<file path="config.mk">
export PLATFORM = sky130hd
export DESIGN_NAME = integer_field_formatter
export DESIGN_NICKNAME = d
export VERILOG_FILES = /design/src/rtl/core/iff_pkg.sv /design/src/rtl/core/iff_front.sv /design/src/rtl/core/iff_queue.sv /design/src/rtl/core/iff_back.sv /design/src/rtl/core/integer_field_formatter.sv
export SDC_FILE = /design/constraint.sdc
export NUM_CORES = 1
export LEC_CHECK = 0
export ABC_AREA = 1
export BUFFER_PORTS_ARGS = -buffer_cell sky130_fd_sc_hd__buf_2
export CAP_MARGIN = 20
export CORE_AREA = 2 2 240 242
export CTS_BUF_LIST = sky130_fd_sc_hd__clkbuf_4 sky130_fd_sc_hd__clkbuf_8
export DETAILED_ROUTE_END_ITERATION = 6
export DIE_AREA = 0 0 242 244
export HOLD_SLACK_MARGIN = 0.06
export PLACE_DENSITY = 0.76
export SETUP_SLACK_MARGIN = 0.15
export SLEW_MARGIN = 20
export SYNTH_ARGS = -nofsm -noshare
export SYNTH_HDL_FRONTEND = slang
export SYNTH_HIERARCHICAL = 1
export SYNTH_SLANG_ARGS = --single-unit
</file>
<file path="constraint.sdc">
create_clock -name clk -period 6.5 [get_ports clk]
set_input_delay 1.3 -clock clk [delete_from_list [all_inputs] [get_ports clk]]
set_output_delay 1.3 -clock clk [all_outputs]
set_load 0.05 [all_outputs]
</file>
<file path="src/rtl/core/iff_pkg.sv">
// Shared types, constants and helper functions for the integer field formatter.
// Used by every module of the block; depends on nothing.
package iff_pkg;

  localparam int MAX_WIDTH_DEF = 64;
  localparam int QUEUE_DEPTH   = 2;
  localparam int DIG_W         = 80;  // 20 BCD digits or a raw 64-bit operand
  localparam int NDIG_W        = 6;   // digit count, up to 32
  localparam int DIDX_W        = 5;   // digit index, 0 to 31
  localparam int CHAR_W        = 8;
  localparam int FW_W          = 7;

  typedef enum logic [2:0] {
    KIND_SDEC = 3'd0,
    KIND_UDEC = 3'd1,
    KIND_HEXL = 3'd2,
    KIND_HEXU = 3'd3,
    KIND_OCT  = 3'd4,
    KIND_BIN  = 3'd5,
    KIND_PTR  = 3'd6
  } kind_e;

  // The one kind code that carries no conversion
  localparam logic [2:0] KIND_NONE = 3'd7;

  // Bits per digit in the digit word
  localparam logic [2:0] DSHIFT_BIN = 3'd1;
  localparam logic [2:0] DSHIFT_OCT = 3'd3;
  localparam logic [2:0] DSHIFT_NIB = 3'd4;

  localparam logic [CHAR_W-1:0] CH_SPACE = 8'h20;
  localparam logic [CHAR_W-1:0] CH_PLUS  = 8'h2b;
  localparam logic [CHAR_W-1:0] CH_MINUS = 8'h2d;
  localparam logic [CHAR_W-1:0] CH_ZERO  = 8'h30;
  localparam logic [CHAR_W-1:0] CH_X_UP  = 8'h58;
  localparam logic [CHAR_W-1:0] CH_X_LO  = 8'h78;

  localparam logic [127:0] DIGITS_LO = "0123456789abcdef";
  localparam logic [127:0] DIGITS_UP = "0123456789ABCDEF";

  typedef enum logic [1:0] {
    PAD_LEFT  = 2'd0,
    PAD_ZERO  = 2'd1,
    PAD_RIGHT = 2'd2
  } pad_mode_e;

  // One classified request, ready to be written out
  typedef struct packed {
    logic [DIG_W-1:0]  dw;
    logic [2:0]        dshift;
    logic              upper;
    logic [15:0]       pre;     // first prefix character in the top byte
    logic [1:0]        npre;
    logic [NDIG_W-1:0] ndig;
    logic [FW_W-1:0]   pad;
    pad_mode_e         mode;
  } desc_t;

  function automatic logic [3:0] digit_at(input logic [DIG_W-1:0] dw,
                                          input logic [2:0]       dshift,
                                          input logic [DIDX_W-1:0] idx);
    logic [6:0]       pos;
    logic [DIG_W-1:0] sh;
    logic [3:0]       mask;
    pos  = {2'b00, idx} * {4'b0000, dshift};
    sh   = dw >> pos;
    mask = (dshift == DSHIFT_BIN) ? 4'h1 :
           (dshift == DSHIFT_OCT) ? 4'h7 : 4'hf;
    return sh[3:0] & mask;
  endfunction

  function automatic logic [CHAR_W-1:0] digit_char(input logic [3:0] d,
                                                   input logic       upper);
    logic [127:0] tab;
    logic [6:0]   base;
    tab  = upper ? DIGITS_UP : DIGITS_LO;
    base = {~d, 3'b000};  // character d sits (15 - d) bytes up
    return tab[base +: CHAR_W];
  endfunction

endpackage

</file>
<file path="src/rtl/core/iff_front.sv">
// Front end: accepts a request, forms the digit word (double dabble for decimal),
// finds the digit count and writes a descriptor into the queue. Uses iff_pkg.
module iff_front import iff_pkg::*; #(
  parameter int MAX_WIDTH = MAX_WIDTH_DEF
) (
  input  logic            clk,
  input  logic            rst_n,
  input  logic            start,
  output logic            busy,
  input  logic [2:0]      in_kind,
  input  logic [63:0]     in_value,
  input  logic            in_wide,
  input  logic            in_left_justify,
  input  logic            in_zero_pad,
  input  logic            in_plus_sign,
  input  logic            in_space_sign,
  input  logic            in_alternate_form,
  input  logic [FW_W-1:0] in_field_width,
  output logic            q_push,
  output desc_t           q_desc,
  input  logic            q_full
);

  typedef enum logic [3:0] {
    F_IDLE = 4'b0001,
    F_CONV = 4'b0010,
    F_SCAN = 4'b0100,
    F_PUSH = 4'b1000
  } fstate_t;

  fstate_t           state_r, state_nxt;
  logic [DIG_W-1:0]  dw_r;
  logic [63:0]       bin_r;
  logic [6:0]        step_r;
  logic [2:0]        dshift_r;
  logic              upper_r;
  logic [15:0]       pre_r;
  logic [1:0]        npre_r;
  pad_mode_e         mode_r;
  logic [FW_W-1:0]   wsat_r;
  logic [DIDX_W-1:0] idx_r;

  // Request decode
  logic              accept;
  logic              kind_ok;
  logic              is_dec;
  logic [63:0]       src;
  logic [63:0]       sdec_v;
  logic              neg;
  logic [2:0]        dshift;
  logic              upper;
  logic [15:0]       pre;
  logic [1:0]        npre;
  logic [DIDX_W-1:0] maxidx;
  pad_mode_e         mode;
  logic [FW_W-1:0]   wsat;

  // Double dabble and scan
  logic [DIG_W-1:0]  adj;
  logic [3:0]        cur_digit;
  logic [NDIG_W-1:0] ndig;
  logic [FW_W-1:0]   total;

  assign accept = start && (state_r == F_IDLE);
  assign busy   = (state_r != F_IDLE);

  always_comb begin
    sdec_v  = in_wide ? in_value : {{32{in_value[31]}}, in_value[31:0]};
    neg     = in_wide ? in_value[63] : in_value[31];
    kind_ok = 1'b1;
    is_dec  = 1'b0;
    src     = in_wide ? in_value : {32'd0, in_value[31:0]};
    dshift  = DSHIFT_NIB;
    upper   = 1'b0;
    pre     = 16'd0;
    npre    = 2'd0;
    maxidx  = in_wide ? 5'd15 : 5'd7;
    unique case (in_kind) inside
      KIND_SDEC: begin
        is_dec = 1'b1;
        src    = neg ? (64'd0 - sdec_v) : sdec_v;
        maxidx = in_wide ? 5'd19 : 5'd9;
        if (neg) begin
          pre  = {CH_MINUS, 8'h00};
          npre = 2'd1;
        end else if (in_plus_sign) begin
          pre  = {CH_PLUS, 8'h00};
          npre = 2'd1;
        end else if (in_space_sign) begin
          pre  = {CH_SPACE, 8'h00};
          npre = 2'd1;
        end
      end
      KIND_UDEC: begin
        is_dec = 1'b1;
        maxidx = in_wide ? 5'd19 : 5'd9;
      end
      KIND_HEXL, KIND_HEXU: begin
        upper = (in_kind == KIND_HEXU);
        if (in_alternate_form && (src != 64'd0)) begin
          pre  = {CH_ZERO, upper ? CH_X_UP : CH_X_LO};
          npre = 2'd2;
        end
      end
      KIND_OCT: begin
        src    = {32'd0, in_value[31:0]};
        dshift = DSHIFT_OCT;
        maxidx = 5'd10;
        if (in_alternate_form && (in_value[31:0] != 32'd0)) begin
          pre  = {CH_ZERO, 8'h00};
          npre = 2'd1;
        end
      end
      KIND_BIN: begin
        src    = {32'd0, in_value[31:0]};
        dshift = DSHIFT_BIN;
        maxidx = 5'd31;
      end
      KIND_PTR: begin
        src    = in_value;
        maxidx = 5'd15;
        pre    = {CH_ZERO, CH_X_LO};
        npre   = 2'd2;
      end
      default: begin
        kind_ok = 1'b0;
      end
    endcase
    if (in_left_justify) begin
      mode = PAD_RIGHT;
    end else if (in_zero_pad) begin
      mode = PAD_ZERO;
    end else begin
      mode = PAD_LEFT;
    end
    wsat = (in_field_width > FW_W'(MAX_WIDTH)) ? FW_W'(MAX_WIDTH) : in_field_width;
  end

  // Add three to every BCD digit of five or more before the shift
  always_comb begin
    for (int i = 0; i < DIG_W / 4; i++) begin
      adj[4*i +: 4] = (dw_r[4*i +: 4] >= 4'd5) ? (dw_r[4*i +: 4] + 4'd3) : dw_r[4*i +: 4];
    end
  end

  assign cur_digit = digit_at(dw_r, dshift_r, idx_r);
  assign ndig      = {1'b0, idx_r} + NDIG_W'(1);
  assign total     = {5'd0, npre_r} + {1'b0, ndig};

  always_comb begin
    state_nxt = state_r;
    unique case (state_r)
      F_IDLE: begin
        if (accept && kind_ok) begin
          state_nxt = is_dec ? F_CONV : F_SCAN;
        end
      end
      F_CONV: begin
        if (step_r == 7'd1) begin
          state_nxt = F_SCAN;
        end
      end
      F_SCAN: begin
        if (!((idx_r != '0) && (cur_digit == 4'd0))) begin
          state_nxt = F_PUSH;
        end
      end
      F_PUSH: begin
        if (!q_full) begin
          state_nxt = F_IDLE;
        end
      end
      default: state_nxt = F_IDLE;
    endcase
  end

  always_ff @(posedge clk) begin
    if (!rst_n) begin
      state_r <= F_IDLE;
    end else begin
      state_r <= state_nxt;
    end
  end

  always_ff @(posedge clk) begin
    if (accept && kind_ok) begin
      dshift_r <= dshift;
      upper_r  <= upper;
      pre_r    <= pre;
      npre_r   <= npre;
      mode_r   <= mode;
      wsat_r   <= wsat;
      idx_r    <= maxidx;
      if (is_dec) begin
        dw_r   <= '0;
        bin_r  <= in_wide ? src : {src[31:0], 32'd0};
        step_r <= in_wide ? 7'd64 : 7'd32;
      end else begin
        dw_r   <= {16'd0, src};
        bin_r  <= src;
        step_r <= 7'd0;
      end
    end else if (state_r == F_CONV) begin
      dw_r   <= {adj[DIG_W-2:0], bin_r[63]};
      bin_r  <= {bin_r[62:0], 1'b0};
      step_r <= step_r - 7'd1;
    end else if ((state_r == F_SCAN) && (idx_r != '0) && (cur_digit == 4'd0)) begin
      idx_r <= idx_r - DIDX_W'(1);
    end
  end

  assign q_push        = (state_r == F_PUSH) && !q_full;
  assign q_desc.dw     = dw_r;
  assign q_desc.dshift = dshift_r;
  assign q_desc.upper  = upper_r;
  assign q_desc.pre    = pre_r;
  assign q_desc.npre   = npre_r;
  assign q_desc.ndig   = ndig;
  assign q_desc.pad    = (wsat_r > total) ? (wsat_r - total) : '0;
  assign q_desc.mode   = mode_r;

endmodule

</file>
<file path="src/rtl/core/iff_queue.sv">
// Short descriptor queue between the front end and the character writer.
// Uses iff_pkg for the descriptor type and the default depth.
module iff_queue import iff_pkg::*; #(
  parameter int DEPTH = QUEUE_DEPTH
) (
  input  logic  clk,
  input  logic  rst_n,
  input  logic  push,
  input  desc_t push_desc,
  output logic  full,
  input  logic  pop,
  output desc_t pop_desc,
  output logic  empty
);

  localparam int PW = (DEPTH > 1) ? $clog2(DEPTH) : 1;
  localparam int CW = $clog2(DEPTH + 1);

  desc_t          mem_r [DEPTH];
  logic [PW-1:0]  wr_r;
  logic [PW-1:0]  rd_r;
  logic [CW-1:0]  cnt_r;

  assign full     = (cnt_r == CW'(DEPTH));
  assign empty    = (cnt_r == '0);
  assign pop_desc = mem_r[rd_r];

  always_ff @(posedge clk) begin
    if (push) begin
      mem_r[wr_r] <= push_desc;
    end
  end

  always_ff @(posedge clk) begin
    if (!rst_n) begin
      wr_r  <= '0;
      rd_r  <= '0;
      cnt_r <= '0;
    end else begin
      if (push) begin
        wr_r <= (wr_r == PW'(DEPTH - 1)) ? '0 : wr_r + PW'(1);
      end
      if (pop) begin
        rd_r <= (rd_r == PW'(DEPTH - 1)) ? '0 : rd_r + PW'(1);
      end
      case ({push, pop})
        2'b10:   cnt_r <= cnt_r + CW'(1);
        2'b01:   cnt_r <= cnt_r - CW'(1);
        default: cnt_r <= cnt_r;
      endcase
    end
  end

endmodule

</file>
<file path="src/rtl/core/iff_back.sv">
// Character writer: takes one descriptor from the queue and emits the field
// one character a cycle: left pad, prefix, zero pad, digits, right pad. Uses iff_pkg.
module iff_back import iff_pkg::*; (
  input  logic              clk,
  input  logic              rst_n,
  input  logic              q_empty,
  input  desc_t             q_desc,
  output logic              q_pop,
  output logic              out_valid,
  output logic [CHAR_W-1:0] out_character,
  output logic              out_last
);

  typedef enum logic [1:0] {
    B_IDLE = 2'b01,
    B_RUN  = 2'b10
  } bstate_t;

  bstate_t           state_r, state_nxt;
  logic [DIG_W-1:0]  dw_r;
  logic [2:0]        dshift_r;
  logic              upper_r;
  logic [15:0]       pre_r;
  logic [1:0]        npre_r;
  logic [NDIG_W-1:0] ndig_r;
  logic [FW_W-1:0]   pad_r;
  pad_mode_e         mode_r;

  logic              valid_r;
  logic [CHAR_W-1:0] char_r;
  logic              last_r;

  logic [CHAR_W-1:0] ch;
  logic              last;
  logic [3:0]        dig;
  logic              take_pad;
  logic              take_pre;
  logic              take_dig;

  assign q_pop = (state_r == B_IDLE) && !q_empty;
  assign dig   = digit_at(dw_r, dshift_r, ndig_r[DIDX_W-1:0] - DIDX_W'(1));
  assign last  = (pad_r + {5'd0, npre_r} + {1'b0, ndig_r}) == FW_W'(1);

  // Pick the next character in field order
  always_comb begin
    take_pad = 1'b0;
    take_pre = 1'b0;
    take_dig = 1'b0;
    ch       = CH_SPACE;
    if ((mode_r == PAD_LEFT) && (pad_r != '0)) begin
      take_pad = 1'b1;
    end else if (npre_r != 2'd0) begin
      take_pre = 1'b1;
      ch       = pre_r[15:8];
    end else if ((mode_r == PAD_ZERO) && (pad_r != '0)) begin
      take_pad = 1'b1;
      ch       = CH_ZERO;
    end else if (ndig_r != '0) begin
      take_dig = 1'b1;
      ch       = digit_char(dig, upper_r);
    end else begin
      take_pad = 1'b1;
    end
  end

  always_comb begin
    state_nxt = state_r;
    unique case (state_r)
      B_IDLE:  if (!q_empty) state_nxt = B_RUN;
      B_RUN:   if (last) state_nxt = B_IDLE;
      default: state_nxt = B_IDLE;
    endcase
  end

  always_ff @(posedge clk) begin
    if (!rst_n) begin
      state_r <= B_IDLE;
      valid_r <= 1'b0;
      last_r  <= 1'b0;
    end else begin
      state_r <= state_nxt;
      valid_r <= (state_r == B_RUN);
      last_r  <= (state_r == B_RUN) && last;
    end
  end

  always_ff @(posedge clk) begin
    char_r <= ch;
    if (q_pop) begin
      dw_r     <= q_desc.dw;
      dshift_r <= q_desc.dshift;
      upper_r  <= q_desc.upper;
      pre_r    <= q_desc.pre;
      npre_r   <= q_desc.npre;
      ndig_r   <= q_desc.ndig;
      pad_r    <= q_desc.pad;
      mode_r   <= q_desc.mode;
    end else if (state_r == B_RUN) begin
      if (take_pad) begin
        pad_r <= pad_r - FW_W'(1);
      end
      if (take_pre) begin
        pre_r  <= {pre_r[7:0], 8'h00};
        npre_r <= npre_r - 2'd1;
      end
      if (take_dig) begin
        ndig_r <= ndig_r - NDIG_W'(1);
      end
    end
  end

  assign out_valid     = valid_r;
  assign out_character = char_r;
  assign out_last      = last_r;

endmodule

</file>
<file path="src/rtl/core/integer_field_formatter.sv">
// Integer field formatter: printf-style conversion of one integer into ASCII.
// A request is taken when start is high and busy is low. The front end then runs its
// one-bit-a-cycle binary-to-BCD converter for the decimal kinds (32-bit or 64-bit),
// skips it for the radix-2/8/16 kinds, then skips leading zero digits (up to 31 for
// binary) up to the first significant digit, and queues the result, holding while the
// queue is full; busy is high for all of that, so a new request is not taken until the
// previous one has been queued. The writer then emits the field one character a
// cycle on out_character, out_valid high for exactly one cycle per character and
// out_last on the final one, with a gap between fields. The output cannot be
// held off, so the receiver must take every character as it comes. A two-entry queue
// lets the next request convert while the previous field is still going out.
// Kind code 7 is taken and produces nothing. Depends on iff_pkg and the iff_* modules.
module integer_field_formatter import iff_pkg::*; #(
  parameter int MAX_WIDTH = MAX_WIDTH_DEF
) (
  input  logic              clk,
  input  logic              rst_n,
  input  logic              start,
  output logic              busy,
  input  logic [2:0]        in_kind,
  input  logic [63:0]       in_value,
  input  logic              in_wide,
  input  logic              in_left_justify,
  input  logic              in_zero_pad,
  input  logic              in_plus_sign,
  input  logic              in_space_sign,
  input  logic              in_alternate_form,
  input  logic [FW_W-1:0]   in_field_width,
  output logic              out_valid,
  output logic [CHAR_W-1:0] out_character,
  output logic              out_last
);

  desc_t push_desc;
  desc_t pop_desc;
  logic  push;
  logic  pop;
  logic  full;
  logic  empty;

  iff_front #(
    .MAX_WIDTH (MAX_WIDTH)
  ) u_front (
    .clk               (clk),
    .rst_n             (rst_n),
    .start             (start),
    .busy              (busy),
    .in_kind           (in_kind),
    .in_value          (in_value),
    .in_wide           (in_wide),
    .in_left_justify   (in_left_justify),
    .in_zero_pad       (in_zero_pad),
    .in_plus_sign      (in_plus_sign),
    .in_space_sign     (in_space_sign),
    .in_alternate_form (in_alternate_form),
    .in_field_width    (in_field_width),
    .q_push            (push),
    .q_desc            (push_desc),
    .q_full            (full)
  );

  iff_queue #(
    .DEPTH (QUEUE_DEPTH)
  ) u_queue (
    .clk       (clk),
    .rst_n     (rst_n),
    .push      (push),
    .push_desc (push_desc),
    .full      (full),
    .pop       (pop),
    .pop_desc  (pop_desc),
    .empty     (empty)
  );

  iff_back u_back (
    .clk           (clk),
    .rst_n         (rst_n),
    .q_empty       (empty),
    .q_desc        (pop_desc),
    .q_pop         (pop),
    .out_valid     (out_valid),
    .out_character (out_character),
    .out_last      (out_last)
  );

endmodule

</file>
Word level (Yosys, flattened, before mapping)

Memory sizes are Yosys's and may differ from the RTL's. A register that Yosys moved wholly into a read port is not among the register bits.
Index checks and enable logic that the tools add are counted.

Memories kept: 1
Register bits: 324
Logic and storage cells: 270
Bits of input ports: 83
RAM bits: 234
Output and inout port bits: 11

Memories:

| memory        | words | width | read ports | clocked after Yosys merged registers in | write ports | RTL line        | RTL |
|---|---|---|---|---|---|---|---|
| u_queue.mem_r | 2     | 117   | 1          | 1                                       | 1           | iff_queue.sv:19 | `desc_t mem_r [DEPTH];` |

Multipliers: 2
Shift-type cells: 3
Reductions and logical operators: 41
Equal/unequal tests: 30
Bitwise operators: 3
Add/subtract/negate cells: 36
Muxes and demuxes: 106
$lt $le $gt $ge: 22

Operators with widths:

| kind                    | count |
|---|---|
| $mux W64                | 8 |
| $pmux W64 S3            | 1 |
| $mux W80                | 2 |
| $shr A80 B7 Y4          | 2 |
| $shiftx A128 B8 Y8      | 1 |
| $mux W4                 | 28 |
| $ge A4 B3 Y1 const B    | 20 |
| $mux W16                | 5 |
| $add A4 B2 Y4 const B   | 19 |
| $pmux W16 S4            | 1 |
| $reduce_bool A64 Y1     | 1 |
| $sub A1 B64 Y64 const A | 1 |
| $mux W7                 | 8 |
| $mux W46                | 1 |
| $mux W14                | 3 |
| $reduce_bool A32 Y1     | 1 |
| $mux W6                 | 4 |
| $mux W8                 | 3 |
| $mux W1                 | 22 |
| $mux W5                 | 4 |
| $pmux W5 S4             | 1 |
| $mux W2                 | 8 |
| $pmux W4 S4             | 1 |
| $reduce_bool A2 Y1      | 8 |
| other kinds (46)        | 90 |

Depth between registers and ports, before layout

Gate-level depths: netlist (run 1).

Depth after elaboration: 9
Depth in mapped cells: 27
Gate-level depth less buffers: 27

Hierarchy

Netlist (run 1), hierarchy kept.

By module, submodules not included:

| module    | cells an instance | times used | area an instance (µm²) |
|---|---|---|---|
| iff_front | 2,397             | 1          | 16,244.3 |
| iff_queue | 399               | 1          | 8,779.7 |
| iff_back  | 1,026             | 1          | 8,114.0 |

Worst setup path after synthesis (run 1)

OpenSTA, ideal clock, no wires.

Kind: flip-flop to flip-flop
From: register u_front.state_r[1]
To: memory u_queue/mem_r[0][0] (netlist name) (enable)
Cell stages (with the launch flop): 6
Required time: 5.906 ns
Clock period less this slack: 6.204 ns
Data arrival time: 5.610 ns
Slack: 0.296 ns
Library setup time: 0.594 ns
Cells stage by stage: dfxtp_1 -> nor2_1 -> nand3_1 -> nor2_1 -> inv_1 -> nor2_1

Longest elaborated chain between the ends: 4

Ends and longest elaborated chain:

| element                       | RTL line                      | RTL |
|---|---|---|
| start: declaration            | iff_front.sv:31               | `fstate_t state_r, state_nxt;` |
| start signal: assignment      | iff_front.sv:181              | `state_r <= state_nxt;` |
| $eq A4 B4 Y1                  | iff_front.sv:212              | `assign q_push = (state_r == F_PUSH) && !q_full;` |
| $logic_and A1 B1 Y1           | iff_front.sv:212              |  |
| named net push                | integer_field_formatter.sv:36 | `logic push;` |
| $mux W1                       | iff_queue.sv:29               | `if (push) begin` |
| $mux W1 (implied by the code) | iff_queue.sv:30               | `mem_r[wr_r] <= push_desc;` |
| end: declaration              | iff_queue.sv:19               |  |

The timed path passes the listed nets, and every way through them passes these cells.

Worst setup path after layout (run 1)

From: register u_back.ndig_r[0]
To: register u_back.char_r[1] (netlist: u_back/out_character[1])

Longest elaborated chain between the ends: 9

Ends and longest elaborated chain:

| element                  | RTL line        | RTL |
|---|---|---|
| start: declaration       | iff_back.sv:25  | `logic [NDIG_W-1:0] ndig_r;` |
| start signal: assignment | iff_back.sv:95  | `ndig_r <= q_desc.ndig;` |
| start signal: assignment | iff_back.sv:107 | `ndig_r <= ndig_r - NDIG_W'(1);` |
| $sub A5 B1 Y5            | iff_back.sv:41  | `assign dig = digit_at(dw_r, dshift_r, ndig_r[DIDX_W-1:0] - DIDX_W'(1));` |
| $mul A5 B3 Y7            | iff_pkg.sv:65   | `pos = {2'b00, idx} * {4'b0000, dshift};` |
| $shr A80 B7 Y4           | iff_pkg.sv:66   | `sh = dw >> pos;` |
| $and A4 B4 Y4            | iff_pkg.sv:69   | `return sh[3:0] & mask;` |
| $not A4 Y4               | iff_pkg.sv:77   | `base = {~d, 3'b000};` |
| $shiftx A128 B8 Y8       | iff_pkg.sv:78   | `return tab[base +: CHAR_W];` |
| $mux W8 (*)              | iff_back.sv:58  | `end else if (ndig_r != '0) begin` |
| $mux W8 (*)              | iff_back.sv:55  | `end else if ((mode_r == PAD_ZERO) && (pad_r != '0)) begin` |
| $mux W8 (*)              | iff_back.sv:52  | `end else if (npre_r != 2'd0) begin` |
| end signal: assignment   | iff_back.sv:88  | `char_r <= ch;` |
| end: declaration         | iff_back.sv:30  | `logic [CHAR_W-1:0] char_r;` |

Every way passes the cells marked *; elsewhere a longest branch is shown, timed or not.
A chain may end at the register's enable or synchronous reset.

==> summary.txt, run 1 <==
Finish
  – Most common cell after layout, fill and taps aside: nand2_1
  – Share of cells above drive strength 1: 11.9%
  – Area Growth Syn to Fin: 7.63%
  – Final std cells w/o fill: ~4700
  – Commonest cells after routing, fill and taps aside: 942 x nand2_1, 615 x nand3_1, 528 x edfxtp_1, 420 x inv_1, 268 x nor2_1
  – Design area: 35700 um2
  – Total Nets Final: 4034
  – # fillers: 4760

Placement
  – GP Congestion: 0.987
  – DP Worst Slack: 1.89 ns
  – Dpl hpwl: between 60000 and 70000 um
  – Area after DPL: 33900 um2
  – # placed instances: 4523
  – I/O Buffers: 93

Power
  – Static leakage: 15.2 nW
  – Comb pwr share: 54.1%
  – Pint: around 0.011 W
  – Clock group share of total power: 14.1%
  – Sw frac: 47.0%
  – Cell Pwr Density: 577 nW/um2
  – Maximum vdd drop: 0.487 mV
  – Sequential power share: between 30% and 40%
  – Net Sw Power: 0.00968 W

Global routing
  – Vias in the first global route: between 20000 and 25000
  – First-pass GRT wire length: 134000 um
  – Met1 Resource Use GR: 42.5%
  – Grt total ovfl: 0
  – Overall routing resource usage: 28.7%
  – Initial antenna violation count: 1
  – Grt met2 use: between 40% and 50%
  – Gr busiest metal: met2
  – Largest net degree at the start of global routing: 103
  – Met3 Resource Use GR: 4.03%

Yosys
  – Seq/Total Area, Yosys: 49.1%
  – Synth top area cells: edfxtp_1 48%, nand2_1 11%, nand3_1 9.3%, inv_1 4.8%, ha_1 3.2%
  – Yosys warning count: 6
  – Async set-reset flop share out of synthesis: 0%
  – Synth Instances: 3822
  – Post-synth EDFFs: about 530
  – Post-synth top area cell: edfxtp_1
  – Avg Cell Area, Syn: 8.67 um2
  – Main synth FF type: edfxtp_1
  – Synth top area share: roughly 48%
  – Netlist cell types: 59
  – Post-synthesis instance area: ~33000 um2
  – Yosys reg bits: 549

Route
  – Wirelength per Cell: approximately 18 um
  – Post-route ant nets: 0
  – Via count: ~27000
  – Drt pass-1 iters: 7
  – Initial DRC Count: 3573
  – DRT Wirelength: 85500 um
  – Via density: 5.82
  – Remaining DRCs: 1

Setup path
  – Reg2Reg Depth: 23
  – R2R Path End: u_back/out_character[1]
  – Critical path arrival: 5.24 ns
  – Worst R2R Start: u_back/ndig_r[0]
  – Setup CP Type: reg2reg
  – Critical Path Sink Type: flop
  – Req. time, crit path: 7.07 ns
  – Register-to-register setup slack: roughly 1.8 ns
  – Crit start category: flop
  – Worst-path fanout max: 38

CTS
  – Maximum buffer depth of the clock tree: 3
  – Cts hold-fix bufs: 0
  – Worst skew pair latency: 0.67 ns
  – Clk pin slew, worst setup/hold paths: around 0.07 ns
  – Clock Sinks: approximately 550
  – Clock Tree Root: clkbuf_8
  – CTS tree: yes
  – H-tree depth: 3
  – Num CTS Buffers: 84
  – Setup Buffers After CTS: 0
  – Post_cts resized: 0

Die
  – Initial Utilization: 59.0%
  – Die Area: 59000 um2
  – I/O pin count: 94
  – # rows: 87
  – DIE WIDTH: 242 um
  – Core Footprint: 56200 um2
  – Die extent in y: 244 um

STA
  – Post-layout minimum cycle time: 4.67 ns
  – Slew Limit Fails: 0
  – Final WS setup: ~1.8 ns
  – Worst slew pin tran: 1.02 ns
  – Final hold vios: 0
  – Rel. slew slack: 31.5%
  – Fin Clk Skew: 0.0334 ns
  – Final setup viols: 0
  – Setup_tns: 0 ns
  – Hold slack: 0.447 ns
  – Tcrit/Tclk final: a little under three quarters
  – RSZ-0062 raised after global routing: false
  – F_max: 0.214 GHz

Worst hold path
  – Hold path cells: 0
  – Worst Hold End: u_queue/mem_r[1][30]
  – Worst min-delay path class: reg2reg
  – Min-delay src: u_front/pre_r[13]

Outcome
  – Status: finished with violations
  – Failing checks: DRC

Run
  – Max-Cap Viols: 0
## per-stage QoR
step	util, %	total power, W
global placement	60.4	0.0173
finish	63.5	0.0206
floorplan	-	0.0149
global route	63.5	0.0222
detailed placement	60.4	0.0175
CTS	63.5	0.0205
## kinds of logic (layout without fill, tap and decap cells)
logic type                 count (synthesis)  after routing  synth area share [%]
AOI/OAI and AO/OA                        426            426                  7.40
xor gates and xnor gates                  73             73                  1.95
adders and majority gates                 97             97                  3.96
buffers and inverters                    623            718                  7.93
DFF                                      549            549                  49.1
muxes                                    117            117                  4.32
other                                      2              8                0.0227
and+or+nand+nor                         1935           1935                  25.3
## power by group through the flow
| stage | clock network, W | registers [W] | logic (W) |
|---|---|---|---|
| after floorplan | 0 | 0.00632 | 0.00854 |
| after global placement | 0 | 0.00654 | 0.0108 |
| after detailed placement | 0 | 0.00659 | 0.0109 |
| after CTS | 0.00295 | 0.00652 | 0.0110 |
| after global routing | 0.00310 | 0.00666 | 0.0125 |
| final | 0.00291 | 0.00655 | 0.0111 |
## area by class of cell
type | count | area [um2] | share of cell area (%)
multi-input combinational | 2655 | 14300 | 40.1
sequential | 549 | 16300 | 45.6
antenna | 1 | 2.50 | 0.00702
clock buffer | 113 | 1410 | 3.96
clock inverter | 41 | 323 | 0.905
timing repair buffer | 126 | 746 | 2.09
inverter | 438 | 1650 | 4.63
tap | 756 | 946 | 2.65
## how the worst max path moves through the flow
stage	startpoint	to
after floorplan	u_front/state_r[1]	u_queue/mem_r[0][0]
after global placement	u_back/ndig_r[0]	u_back/out_character[1]
after detailed placement	u_back/ndig_r[0]	u_back/out_character[1]
after CTS	u_back/ndig_r[0]	u_back/out_character[1]
after global routing	u_back/ndig_r[0]	u_back/out_character[1]
final	u_back/ndig_r[0]	u_back/out_character[1]
## layer usage
layer	vias to the layer above	part of all wire, %	wire length, um
met2	1409	44	37300
met3	170	9.1	7770
li1	13021	-	-
met4	0	3.7	3180
met5	-	0	0
met1	12618	44	37200
## registers in the layout, summed over array words and instances, names as in the netlist, 2 cells and up, named ones only
name / count
u_front/mode_r: 2
u_queue/mem_r: 234
u_back/dw_r: 80
u_back/pre_r: 16
u_back/state_r: 2
u_front/pre_r: 7
u_back/mode_r: 2
u_front/step_r: 7
u_back/ndig_r: 6
u_queue/cnt_r: 2
u_back/out_character: 8
u_front/idx_r: 5
u_back/npre_r: 2
u_back/pad_r: 7
u_front/dw_r: 80
u_front/wsat_r: 7
u_front/bin_r: 64
u_back/dshift_r: 3
u_front/dshift_r: 3
u_front/state_r: 4
## synth_stat cells, types with 3 or more instances
cell type,count
clkbuf_1,71
nand2_1,943
xnor2_1,11
buf_2,60
o21ai_0,193
o31ai_1,6
o32ai_1,9
edfxtp_1,528
inv_1,423
nand4_1,16
o21ai_1,22
buf_4,25
nor3_2,5
nor2_2,10
o21bai_1,5
o22ai_1,8
nor4_2,3
nor4_1,6
ha_1,84
nor3_1,22
mux2_4,30
nand2_4,4
a22oi_1,18
nor2_4,3
fa_1,13
or2_2,14
a21oi_1,86
a31oi_1,10
nor2_1,272
nand3b_1,5
o211ai_1,45
a21oi_2,3
buf_1,14
nand2_2,10
a211oi_1,10
inv_2,13
nand3_1,615
dfxtp_1,21
buf_6,14
mux2_2,87
xor2_1,61
## worst max-delay path: stages (launching register included)
cell and delay (ns):
edfxtp_1 0.56, inv_4 0.16, ha_1 0.27, or2_2 0.28
nand2_1 0.11, nor2_1 0.06, fa_1 0.44, ha_1 0.31
buf_4 0.26, inv_1 0.43, buf_4 0.37, nand3_1 0.11
nand3_1 0.09, nand3_1 0.08, nand2_1 0.09, nand2_1 0.06
a21oi_2 0.26, inv_1 0.07, ha_1 0.27, inv_1 0.03
nand2_1 0.05, nand3_1 0.06, nand2_1 0.06, nand2_1 0.04
Power figures use the tool's default switching activity.
==> run 2: changes to the inputs <==
Clock period 6.5 ns to 3.9 ns, I/O delays scaled along.
==> summary.txt, run 2 (synthesized netlist as in run 1, its figures left out) <==
Outcome
  – Status: finished with violations
  – Failing checks: DRC

STA
  – Final hold vios: 0 (unchanged)
  – Tcrit/Tclk final: 97.1% (+25 points)
  – Final setup viols: 0 (unchanged)
  – Fin Clk Skew: 0.0428 ns (+0.00947 ns)
  – F_max: 0.264 GHz (+23%)
  – RSZ-0062 raised after global routing: true
  – Rel. slew slack: 29.7% (-1.8 points)
  – Hold slack: 0.290 ns (-0.157 ns)
  – Slew Limit Fails: 0 (unchanged)
  – Setup_tns: 0 ns (unchanged)
  – Post-layout minimum cycle time: 3.79 ns (-0.886 ns)
  – Final WS setup: 0.114 ns (-1.71 ns)
  – Worst slew pin tran: 1.04 ns (+0.0220 ns)

Finish
  – Biggest regs: u_queue/mem_r (234), u_back/dw_r (80), u_front/dw_r (80)
  – # fillers: 4737 (-0.48%)
  – Most common cell after layout, fill and taps aside: nand2_1
  – Commonest cells after routing, fill and taps aside: 933 x nand2_1, 613 x nand3_1, 528 x edfxtp_1, 411 x inv_1, 263 x nor2_1
  – Reg area: 16300 um2 (unchanged)
  – Total Nets Final: 4091 (+1.4%)
  – Area Growth Syn to Fin: 10.1%
  – Multi-input logic area: 14500 um2 (+1.4%)
  – Share of cells above drive strength 1: 14.4% (+2.4 points)
  – Final std cells w/o fill: 4732 (+1.1%)
  – Max reg flops: 234 (unchanged)
  – Biggest register: u_queue/mem_r

Placement
  – Dpl hpwl: 61900 um (+1.4%)
  – DP Worst Slack: 0.0664 ns (-1.82 ns)
  – # placed instances: 4566 (+0.95%)
  – GP Congestion: 0.984 (-0.37%)
  – I/O Buffers: 93 (unchanged)

Die
  – Die extent in y: 244 um (unchanged)
  – # rows: 87 (unchanged)
  – I/O pin count: 94 (unchanged)
  – Core Footprint: 56200 um2 (unchanged)
  – DIE WIDTH: 242 um (unchanged)
  – Die Area: 59000 um2 (unchanged)
  – Initial Utilization: 59.0% (unchanged)

Setup path
  – CP delay by family, top: adder cells
  – Setup CP Type: reg2reg
  – Req. time, crit path: 4.47 ns (-2.60 ns)
  – Register-to-register setup slack: 0.11 ns (-1.71 ns)
  – Crit start category: flop
  – CP max-delay cell: fa_2
  – R2R Path End: u_back/out_character[1]
  – Reg2Reg Depth: 19 (-17%)
  – Buf+Inv Stages, Crit Path: 6 (unchanged)
  – Critical path arrival: 4.35 ns (-0.89 ns)
  – Worst-path fanout max: 21 (-45%)
  – CP max stage delay: 0.62 ns (+0.06 ns)
  – Cell Chain, Critical Path: inv_4, buf_12, ha_4, or2_4, fa_1, inv_2, fa_2, buf_6, nand3_1, a21oi_1, nor2_4, a21oi_4, inv_2, ha_4, inv_2, nand2_1, nand3_1, nand2_1, nand2_1
  – Worst R2R Start: u_back/ndig_r[0]
  – Critical Path Sink Type: flop

Route
  – Remaining DRCs: 1 (unchanged)
  – Via density: 5.75 (-1.1%)
  – Wirelength per Cell: 18.3 um (about the same)
  – Via count: 27216 (-0.0073%)
  – Drt pass-1 iters: 7 (unchanged)
  – Post-route ant nets: 0 (unchanged)
  – DRT Wirelength: 86500 um (+1.2%)
  – Initial DRC Count: 3203 (-10%)

Worst hold path
  – Worst min-delay path class: in2reg
  – Min-delay src: in_left_justify
  – Worst Hold End: u_front/mode_r[1]
  – Hold path cells: 1 (+1)

Global routing
  – Largest net degree at the start of global routing: 121 (+17%)
  – Grt total ovfl: 0 (unchanged)
  – Vias in the first global route: 24970 (+1.1%)
  – First-pass GRT wire length: 136000 um (+1.3%)
  – Initial antenna violation count: 2 (+1)
  – Overall routing resource usage: 29.1% (+0.45 points)

CTS
  – H-tree depth: 3 (unchanged)
  – Clk pin slew, worst setup/hold paths: 0.06 ns (about the same)
  – Cts hold-fix bufs: 0 (unchanged)
  – Clock Tree Root: clkbuf_8
  – Clock Sinks: 549 (unchanged)
  – Num CTS Buffers: 86 (+2.4%)
  – Worst skew pair latency: 0.70 ns (+0.03 ns)
  – Maximum buffer depth of the clock tree: 3 (unchanged)
  – CTS tree: yes

Run
  – Max-Cap Viols: 0 (unchanged)

Power
  – Maximum vdd drop: 0.674 mV (+38%)
  – Cell Pwr Density: 988 nW/um2 (+71%)
  – Static leakage: 15.5 nW (+2.4%)
run 2: cell types whose count changed in the layout (fill, tap and decap cells not counted), sizes merged:
cell,change
clkinvlp,-1
bufinv,-1
inv,+2
buf,+55
clkinv,-21
clkbuf,+19
run 2: metal layers:
metal	part of all wire, %	vias up	global-route usage [%]
li1	-	13114	-
met1	43	12574	42.5
met2	44	1349	43.7
met3	9.1	179	4.14
met4	4.0	0	12.6
met5	0	-	0
run 2: where the power goes:
group / internal (W) / switching (W)
sequential: 0.00937 / 0.00145
clock: 0.00274 / 0.00222
combinational: 0.00740 / 0.0129
total: 0.0195 / 0.0165
run 2: through the flow:
step | total power, W | util, % | cell area, um2
final | 0.0361 | 65.0 | 36500
after global routing | 0.0389 | 65.0 | 36500
after CTS | 0.0353 | 64.7 | 36300
after detailed placement | 0.0299 | 61.3 | 34400
after global placement | 0.0297 | 61.3 | 34400
after floorplan | 0.0247 | - | 33200
run 2: worst max-delay path by stage:
stage,from,end,cells past startpoint,slack [ns]
finish,u_back/ndig_r[0],u_back/out_character[1],19,0.11
global route,u_back/ndig_r[0],u_back/out_character[1],22,-0.06
CTS,u_back/ndig_r[0],u_back/out_character[1],23,0.11
detailed placement,u_back/ndig_r[0],u_back/out_character[1],18,0.07
global placement,u_back/ndig_r[0],u_back/out_character[1],20,0.11
floorplan,u_back/ndig_r[0],u_back/out_character[1],22,0.14
run 2: cell type report:
cell class | instances | share of cell area (%)
Antenna cell | 1 | 0.00686
Tap cell | 756 | 2.59
Multi-Input combinational cell | 2655 | 39.8
Clock inverter | 20 | 0.521
Timing Repair Buffer | 181 | 3.64
Clock buffer | 132 | 4.34
Sequential cell | 549 | 44.6
Inverter | 438 | 4.53
run 2: timing repair:
item,4_1_cts,5_1_grt
resized for setup,25,27
endpoints found under the setup margin,2,26
hold endpoints to repair,0,0
gates cloned,0,0
setup buffers,3,10
pin swaps,12,24
